## config.mk

```make
export PLATFORM = sky130hd
export DESIGN_NAME = risc_subset_instruction_step_flat
export DESIGN_NICKNAME = d
export VERILOG_FILES = /design/src/rsis_pkg.sv /design/src/rsis_chan_if.sv /design/src/risc_subset_instruction_step.sv /design/src/flat_wrapper.sv
export SDC_FILE = /design/constraint.sdc
export NUM_CORES = 2
export LEC_CHECK = 0
export ABC_AREA = 1
export BUFFER_PORTS_ARGS = -buffer_cell sky130_fd_sc_hd__buf_4
export CORE_UTILIZATION = 49
export DETAILED_ROUTE_END_ITERATION = 10
export HOLD_SLACK_MARGIN = 0.03
export PLACE_DENSITY = 0.73
export SLEW_MARGIN = 20
export SYNTH_ARGS = -nofsm -noshare
export SYNTH_HDL_FRONTEND = slang
export SYNTH_SLANG_ARGS = --single-unit
export TNS_END_PERCENT = 100
```

## constraint.sdc

```tcl
create_clock -name clk -period 8.01 [get_ports clk]
set_input_delay 0 -clock clk [delete_from_list [all_inputs] [get_ports clk]]
set_output_delay 0 -clock clk [all_outputs]
set_load 0.02 [all_outputs]
```

## src/rsis_pkg.sv

```systemverilog
`default_nettype none

package rsis_pkg;

  localparam int REG_IDX_W = 5;
  localparam int NUM_REGS  = 1 << REG_IDX_W;

  typedef logic [31:0]          word_t;
  typedef logic [REG_IDX_W-1:0] reg_idx_t;

  localparam word_t RESET_VECTOR = 32'hBFC0_0000;
  localparam word_t REGION_MASK  = 32'hF000_0000;
  localparam word_t PC_STEP      = 32'd4;

  // primary opcodes
  localparam logic [5:0] OPC_SPECIAL = 6'h00;
  localparam logic [5:0] OPC_J       = 6'h02;
  localparam logic [5:0] OPC_BEQ     = 6'h04;
  localparam logic [5:0] OPC_ADDI    = 6'h08;

  // SPECIAL function codes
  localparam logic [5:0] FN_ADD = 6'h20;
  localparam logic [5:0] FN_AND = 6'h24;

  typedef struct packed {
    word_t    next_pc;
    logic     reg_written;
    reg_idx_t dest_index;
    word_t    write_value;
    logic     branch_taken;
    logic     handled;
  } result_t;

endpackage

`default_nettype wire

```

## src/rsis_chan_if.sv

```systemverilog
`default_nettype none

interface rsis_in_if;
  logic                 valid;
  logic                 ready;
  rsis_pkg::word_t      instr_word;

  modport source (output valid, output instr_word, input ready);
  modport sink   (input valid, input instr_word, output ready);
endinterface

interface rsis_out_if;
  logic                 valid;
  logic                 ready;
  rsis_pkg::word_t      next_pc;
  logic                 reg_written;
  rsis_pkg::reg_idx_t   dest_index;
  rsis_pkg::word_t      write_value;
  logic                 branch_taken;
  logic                 handled;

  modport source (output valid, output next_pc, output reg_written, output dest_index,
                  output write_value, output branch_taken, output handled, input ready);
  modport sink   (input valid, input next_pc, input reg_written, input dest_index,
                  input write_value, input branch_taken, input handled, output ready);
endinterface

`default_nettype wire

```

## src/risc_subset_instruction_step.sv

```systemverilog
// Each accepted instruction passes the execute-stage register, then the output register.
// Throughput: one per cycle unless the output stalls; the registered register-file memory
//   read and a one-entry write bypass let dependent instructions run back to back.
// Reset (rst_n low, synchronous): PC goes to 0xBFC00000 and all 32 per-register valid
//   bits clear, so every register reads as zero at once; no clearing pass is needed.
`default_nettype none

module risc_subset_instruction_step (
  input  wire           clk,
  input  wire           rst_n,
  rsis_in_if.sink       in_ch,
  rsis_out_if.source    out_ch
);

  // ---------------------------------------------------------------
  // Register file: 32 x 32 memory, two registered read ports, one write
  // port. vld_r marks entries written since reset; unwritten reads zero.
  // Register zero is never written, so it always reads zero.
  // ---------------------------------------------------------------
  rsis_pkg::word_t                   rf_mem [rsis_pkg::NUM_REGS];
  logic [rsis_pkg::NUM_REGS-1:0]     vld_r;

  rsis_pkg::word_t    rf_rdata_a_r, rf_rdata_b_r;
  logic               rd_vld_a_r, rd_vld_b_r;
  rsis_pkg::reg_idx_t rd_addr_a, rd_addr_b;

  // execute stage (holds the instruction whose operands are being read)
  logic               s2_valid_r;
  rsis_pkg::word_t    s2_instr_r;

  // bypass of the write committed in the previous cycle
  logic               byp_valid_r;
  rsis_pkg::reg_idx_t byp_idx_r;
  rsis_pkg::word_t    byp_val_r;

  rsis_pkg::word_t    pc_r;

  // output register
  logic               out_valid_r;
  rsis_pkg::result_t  out_res_r;

  logic               in_fire;
  logic               commit;

  // execute signals
  logic [5:0]         opc, fn;
  rsis_pkg::reg_idx_t rs, rt, rdi;
  rsis_pkg::word_t    op_a, op_b, sext_imm, pc4;
  rsis_pkg::word_t    npc, val;
  rsis_pkg::reg_idx_t dst;
  logic               wr, taken, ok, wr_eff;
  rsis_pkg::result_t  res;

  // ---------------------------------------------------------------
  // Handshake: the execute stage moves into the output register whenever
  // that register is empty or being drained, so a waiting result blocks a
  // new request at the input only while the execute stage is also full.
  // ---------------------------------------------------------------
  assign commit       = s2_valid_r && (!out_valid_r || out_ch.ready);
  assign in_ch.ready  = !s2_valid_r || commit;
  assign in_fire      = in_ch.valid && in_ch.ready;

  // Read at the incoming instruction's sources; when the stage is stalled
  // re-read its own sources so data written meanwhile is picked up.
  assign rd_addr_a = in_fire ? in_ch.instr_word[25:21] : s2_instr_r[25:21];
  assign rd_addr_b = in_fire ? in_ch.instr_word[20:16] : s2_instr_r[20:16];

  always_ff @(posedge clk) begin
    rf_rdata_a_r <= rf_mem[rd_addr_a];
    rf_rdata_b_r <= rf_mem[rd_addr_b];
    rd_vld_a_r   <= vld_r[rd_addr_a];
    rd_vld_b_r   <= vld_r[rd_addr_b];
    if (commit && wr_eff) begin
      rf_mem[dst] <= val;
    end
  end

  // ---------------------------------------------------------------
  // Execute
  // ---------------------------------------------------------------
  assign opc = s2_instr_r[31:26];
  assign rs  = s2_instr_r[25:21];
  assign rt  = s2_instr_r[20:16];
  assign rdi = s2_instr_r[15:11];
  assign fn  = s2_instr_r[5:0];

  // a read that raced with last cycle's write takes the bypassed value
  assign op_a = (byp_valid_r && byp_idx_r == rs) ? byp_val_r :
                (rd_vld_a_r ? rf_rdata_a_r : '0);
  assign op_b = (byp_valid_r && byp_idx_r == rt) ? byp_val_r :
                (rd_vld_b_r ? rf_rdata_b_r : '0);

  assign sext_imm = {{16{s2_instr_r[15]}}, s2_instr_r[15:0]};
  assign pc4      = pc_r + rsis_pkg::PC_STEP;

  always_comb begin
    npc   = pc4;
    wr    = 1'b0;
    taken = 1'b0;
    ok    = 1'b0;
    dst   = '0;
    val   = '0;
    unique case (opc)
      rsis_pkg::OPC_SPECIAL: begin
        unique case (fn)
          rsis_pkg::FN_ADD: begin
            ok  = 1'b1;
            wr  = 1'b1;
            dst = rdi;
            val = op_a + op_b;
          end
          rsis_pkg::FN_AND: begin
            ok  = 1'b1;
            wr  = 1'b1;
            dst = rdi;
            val = op_a & op_b;
          end
          default: ;
        endcase
      end
      rsis_pkg::OPC_ADDI: begin
        ok  = 1'b1;
        wr  = 1'b1;
        dst = rt;
        val = op_a + sext_imm;
      end
      rsis_pkg::OPC_BEQ: begin
        ok = 1'b1;
        if (op_a == op_b) begin
          taken = 1'b1;
          npc   = pc4 + {sext_imm[29:0], 2'b00};
        end
      end
      rsis_pkg::OPC_J: begin
        ok    = 1'b1;
        taken = 1'b1;
        // region of the jump's own address, no +4
        npc   = (pc_r & rsis_pkg::REGION_MASK) | {4'b0000, s2_instr_r[25:0], 2'b00};
      end
      default: ;
    endcase

    // writes to register zero are dropped and reported as no write
    wr_eff = wr && (dst != '0);
    res.next_pc      = npc;
    res.reg_written  = wr_eff;
    res.dest_index   = wr_eff ? dst : '0;
    res.write_value  = wr_eff ? val : '0;
    res.branch_taken = taken;
    res.handled      = ok;
  end

  // ---------------------------------------------------------------
  // Control and state registers
  // ---------------------------------------------------------------
  always_ff @(posedge clk) begin
    if (!rst_n) begin
      s2_valid_r  <= 1'b0;
      byp_valid_r <= 1'b0;
      out_valid_r <= 1'b0;
      vld_r       <= '0;
      pc_r        <= rsis_pkg::RESET_VECTOR;
    end else begin
      if (in_fire) begin
        s2_valid_r <= 1'b1;
      end else if (commit) begin
        s2_valid_r <= 1'b0;
      end

      byp_valid_r <= commit && wr_eff;

      if (commit) begin
        out_valid_r <= 1'b1;
        pc_r        <= npc;
        if (wr_eff) begin
          vld_r[dst] <= 1'b1;
        end
      end else if (out_ch.ready) begin
        out_valid_r <= 1'b0;
      end
    end
  end

  // payload registers
  always_ff @(posedge clk) begin
    if (in_fire) begin
      s2_instr_r <= in_ch.instr_word;
    end
    if (commit) begin
      out_res_r <= res;
      byp_idx_r <= dst;
      byp_val_r <= val;
    end
  end

  assign out_ch.valid        = out_valid_r;
  assign out_ch.next_pc      = out_res_r.next_pc;
  assign out_ch.reg_written  = out_res_r.reg_written;
  assign out_ch.dest_index   = out_res_r.dest_index;
  assign out_ch.write_value  = out_res_r.write_value;
  assign out_ch.branch_taken = out_res_r.branch_taken;
  assign out_ch.handled      = out_res_r.handled;

`ifndef SYNTHESIS
  // register zero must never become readable as written
  a_zero_never_valid: assert property (@(posedge clk) disable iff (!rst_n)
    !vld_r[0])
    else $error("register zero marked written");

  // PC only moves when a result is produced
  a_pc_holds_on_stall: assert property (@(posedge clk) disable iff (!rst_n)
    (out_valid_r && !out_ch.ready) |=> $stable(pc_r))
    else $error("PC changed while result stalled");

  // an instruction in execute is never dropped
  a_s2_kept: assert property (@(posedge clk) disable iff (!rst_n)
    (s2_valid_r && !commit) |=> s2_valid_r)
    else $error("execute stage lost an instruction");

  // a committed write is visible to the following instruction through the bypass
  a_bypass_loaded: assert property (@(posedge clk) disable iff (!rst_n)
    (commit && wr_eff) |=> (byp_valid_r && byp_idx_r == $past(dst)))
    else $error("bypass not loaded after write");

  // unsupported instructions only step the PC
  a_noop_step: assert property (@(posedge clk) disable iff (!rst_n)
    (commit && !ok) |=> (out_res_r.next_pc == $past(pc_r) + rsis_pkg::PC_STEP
                         && !out_res_r.reg_written))
    else $error("no-op did not advance PC by 4");
`endif

endmodule

`default_nettype wire

```

## src/flat_wrapper.sv

```systemverilog
// flat-port wrapper written by rule: the top's interface ports become plain ports
module risc_subset_instruction_step_flat 
  (clk, rst_n, in_ch_valid, in_ch_instr_word, in_ch_ready, out_ch_valid, out_ch_next_pc, out_ch_reg_written, out_ch_dest_index, out_ch_write_value, out_ch_branch_taken, out_ch_handled, out_ch_ready);
  rsis_in_if in_ch_i ();
  rsis_out_if out_ch_i ();
  input  wire clk;
  input  wire rst_n;
  input wire logic [$bits(in_ch_i.valid)-1:0] in_ch_valid;
  input wire logic [$bits(in_ch_i.instr_word)-1:0] in_ch_instr_word;
  output wire logic [$bits(in_ch_i.ready)-1:0] in_ch_ready;
  output wire logic [$bits(out_ch_i.valid)-1:0] out_ch_valid;
  output wire logic [$bits(out_ch_i.next_pc)-1:0] out_ch_next_pc;
  output wire logic [$bits(out_ch_i.reg_written)-1:0] out_ch_reg_written;
  output wire logic [$bits(out_ch_i.dest_index)-1:0] out_ch_dest_index;
  output wire logic [$bits(out_ch_i.write_value)-1:0] out_ch_write_value;
  output wire logic [$bits(out_ch_i.branch_taken)-1:0] out_ch_branch_taken;
  output wire logic [$bits(out_ch_i.handled)-1:0] out_ch_handled;
  input wire logic [$bits(out_ch_i.ready)-1:0] out_ch_ready;
  assign in_ch_i.valid = in_ch_valid;
  assign in_ch_i.instr_word = in_ch_instr_word;
  assign in_ch_ready = in_ch_i.ready;
  assign out_ch_valid = out_ch_i.valid;
  assign out_ch_next_pc = out_ch_i.next_pc;
  assign out_ch_reg_written = out_ch_i.reg_written;
  assign out_ch_dest_index = out_ch_i.dest_index;
  assign out_ch_write_value = out_ch_i.write_value;
  assign out_ch_branch_taken = out_ch_i.branch_taken;
  assign out_ch_handled = out_ch_i.handled;
  assign out_ch_i.ready = out_ch_ready;
  risc_subset_instruction_step u_core (.clk(clk), .rst_n(rst_n), .in_ch(in_ch_i), .out_ch(out_ch_i));
endmodule
```

==> flow_metrics.tcl <==
set metrics [dict create \
    finalCriticalPeriod_ns 5.63 \
    fin_crit_sh_pct 70.3 \
    die_x_um 382 \
    ant_nets 0 \
    hp-class "input port to flop" \
    max_freq_mhz 178 \
    grt-ovfl-total 0 \
    fin_total_pwr_mw 16.7 \
    cts.path.max_buffers 3 \
    hold_slack_ns 0.132 \
    hpwl_mm 144 \
    ir_drop_mv 0.236 \
    fin_area_um2 78000 \
    ys.flop_type "edfxtp_1" \
    final_common_cell "nand2_1" \
    pre_cts_ws_ns 2.53 \
    worstSetupPathType "flop to flop" \
    drt_iter0_markers 9813 \
    critPathCaptureType "flop" \
    fillCellCount 12500 \
    p_leak_nw 31.9 \
    synth_cells 8025 \
    yosysSeqAreaShare_pct 53.2 \
    setup_tns_ns 0 \
    wl_mm 250 \
    rsz0062_at_grt "false" \
    nets 8101 \
    clk_pin_slew_ns 0.06 \
    pwr_density_cell_nw_per_um2 215 \
    netlist_area_um2 70700 \
    cts_buffers 139 \
    ys_ff_latch 1298 \
    vias 61900 \
    layout_common_cells "nand2_1 (2232), edfxtp_1 (1165), o211ai_1 (1063)" \
    viasPerCell 6.20 \
    ys_types 51 \
    path_max_fanout 35 \
    crit_arrival_ns 6.08 \
    slew_viol_final 0 \
    cts_tree "yes" \
    avgSynthCellArea_um2 8.81 \
    required_ns 8.46 \
    postCtsSetupBuffers 0 \
    ios 110 \
    timing.final.hold_violations 0 \
    rows 139 \
    start_kind "flop" \
    fp.dieArea_um2 146000 \
    setup_violations 0 \
    die_y_um 382 \
    syn_to_final_growth_pct 10.4 \
    synth_edf_count 1165 \
    drive_gt1_share_pct 6.46 \
    worst_slew_pin_slew_ns 1.30 \
    synth-async-reset-ratio_pct 0 \
    place.gp.congestion 1.01 \
    grt_usage_pct 33.5 \
    start_util_pct 49.3 \
    port-buffer-count 109 \
    cap_violations 0 \
    grt_max_degree 237 \
    finalWorstSetupSlack_ns 2.38 \
    htreeDepth 4 \
    clock_latency_ns 0.80 \
    clock-sinks 1298 \
    grt_antenna_before_repair 7 \
    drc 0 \
    grt_pass1_wl_mm 365 \
    clock_skew_ns 0.0335 \
    ys_warn_count 0 \
    placed_area_um2 72800 \
    grt_pass1_vias 58100 \
    routedWlPerCell_um 25.1 \
    firstDrtPassIters 7 \
    core_area_um2 143000 \
    slew_headroom_pct 13.3 \
    cts_root_buf "clkbuf_16" \
    status "completed" \
]
final cells by class:
cell class	count	area (um2)	share of cell area [%]
Clock inverter	81	822	1.05
Inverter	996	3790	4.85
Timing Repair Buffer	279	2440	3.13
Clock buffer	175	3720	4.76
Antenna cell	1	2.50	0.00321
Tap cell	1903	2380	3.05
Multi-Input combinational cell	5255	27200	34.9
Sequential cell	1298	37600	48.2
what timing repair did:
| action | CTS | global route |
|---|---|---|
| hold endpoints to repair | 82 | 0 |
| resized for setup | 0 | 0 |
| hold buffers | 68 | 0 |
flip-flops by register name, summed over array words and instances, names as in the netlist, 5 cells and up:
| name | cells |
|---|---|
| u_core.rf_mem | 1024 |
| u_core.out_ch.write_value | 32 |
| u_core.rf_rdata_a_r | 32 |
| u_core.rf_rdata_b_r | 32 |
| u_core.byp_idx_r | 5 |
| u_core.vld_r | 32 |
| u_core.byp_val_r | 32 |
| u_core.out_ch.next_pc | 32 |
| u_core.s2_instr_r | 32 |
| u_core.pc_r | 32 |
| u_core.out_ch.dest_index | 5 |
worst max-delay path, cell delays in order, from the launching register on:
cell and delay (ns):
edfxtp_1 0.41, inv_1 0.12, nor2_1 0.06, nor3_1 0.34, nand3_2 0.54, buf_4 0.45
o21ai_0 0.37, ha_1 0.24, inv_1 0.06, fa_1 0.40, inv_1 0.08, nand2_1 0.06
a21oi_1 0.36, nand2_1 0.10, nand2_1 0.18, nand2_1 0.07, nand2_1 0.21, nand2_1 0.12
nand3b_1 0.11, nand3_1 0.18, nand2_1 0.81
path summary, 6_finish.rpt:
check / slack [ns] / to / depth (start not counted) / startpoint
setup / recovery: 2.38 / u_core.rf_mem[10][20]$_DFFE_PP_ / 20 / u_core.s2_instr_r[23]$_DFFE_PP_
hold / removal: 0.13 / u_core.pc_r[0]$_SDFFE_PN0P_ / 4 / rst_n
setup reg to reg: 2.38 / u_core.rf_mem[10][20]$_DFFE_PP_ / 20 / u_core.s2_instr_r[23]$_DFFE_PP_
hold reg to reg: 0.44 / u_core.pc_r[1]$_SDFFE_PN0P_ / 2 / u_core.pc_r[1]$_SDFFE_PN0P_
per-layer routing:
layer  vias up  global-route usage, %  wire, um
met5         -                      0        29
li1      27800                      -         -
met4         4                   16.6     12900
met3       797                   7.62     33400
met1     29100                   44.7     94100
met2      4258                   51.3    110000
kinds of logic after synthesis:
group / share of synthesized area, %
AOI/OAI and AO/OA: 14.5
xor gates and xnor gates: 0.285
adders and majority gates: 1.72
buffers and inverters: 8.77
DFF: 53.2
other: 0.00530
and+or+nand+nor: 21.5
through the flow:
step	utilization (%)	instances
6_report	54.5	9988
2_1_floorplan	-	8056
3_5_place_dp	50.8	9663
3_3_place_gp	50.8	9663
4_1_cts	54.4	9987
5_1_grt	54.5	9987
cells in the mapped netlist (13+ instances only):
| master | number | area (um2) |
|---|---|---|
| o21bai_1 | 13 | 97.6 |
| inv_2 | 14 | 52.6 |
| xor2_1 | 18 | 158 |
| a21oi_1 | 172 | 861 |
| buf_2 | 358 | 1790 |
| inv_1 | 981 | 3680 |
| clkbuf_1 | 96 | 360 |
| o21ai_0 | 161 | 806 |
| ha_1 | 94 | 1180 |
| nand4_1 | 33 | 206 |
| o211ai_1 | 1063 | 7980 |
| nor3_1 | 20 | 100 |
| buf_1 | 25 | 93.8 |
| nand2_1 | 2241 | 8410 |
| nor2_1 | 273 | 1020 |
| edfxtp_1 | 1165 | 35000 |
| dfxtp_1 | 133 | 2660 |
| buf_4 | 26 | 195 |
| o22ai_1 | 13 | 81.3 |
| nand3_1 | 1019 | 5100 |
power by group:
group | total [mW] | leakage [nW] | internal (mW) | switching [mW]
clock | 6.49 | 2.22 | 3.68 | 2.81
sequential | 7.55 | 13.0 | 7.42 | 0.131
combinational | 2.71 | 16.7 | 0.788 | 1.92
No activity file was read; power rests on OpenSTA's default activity.
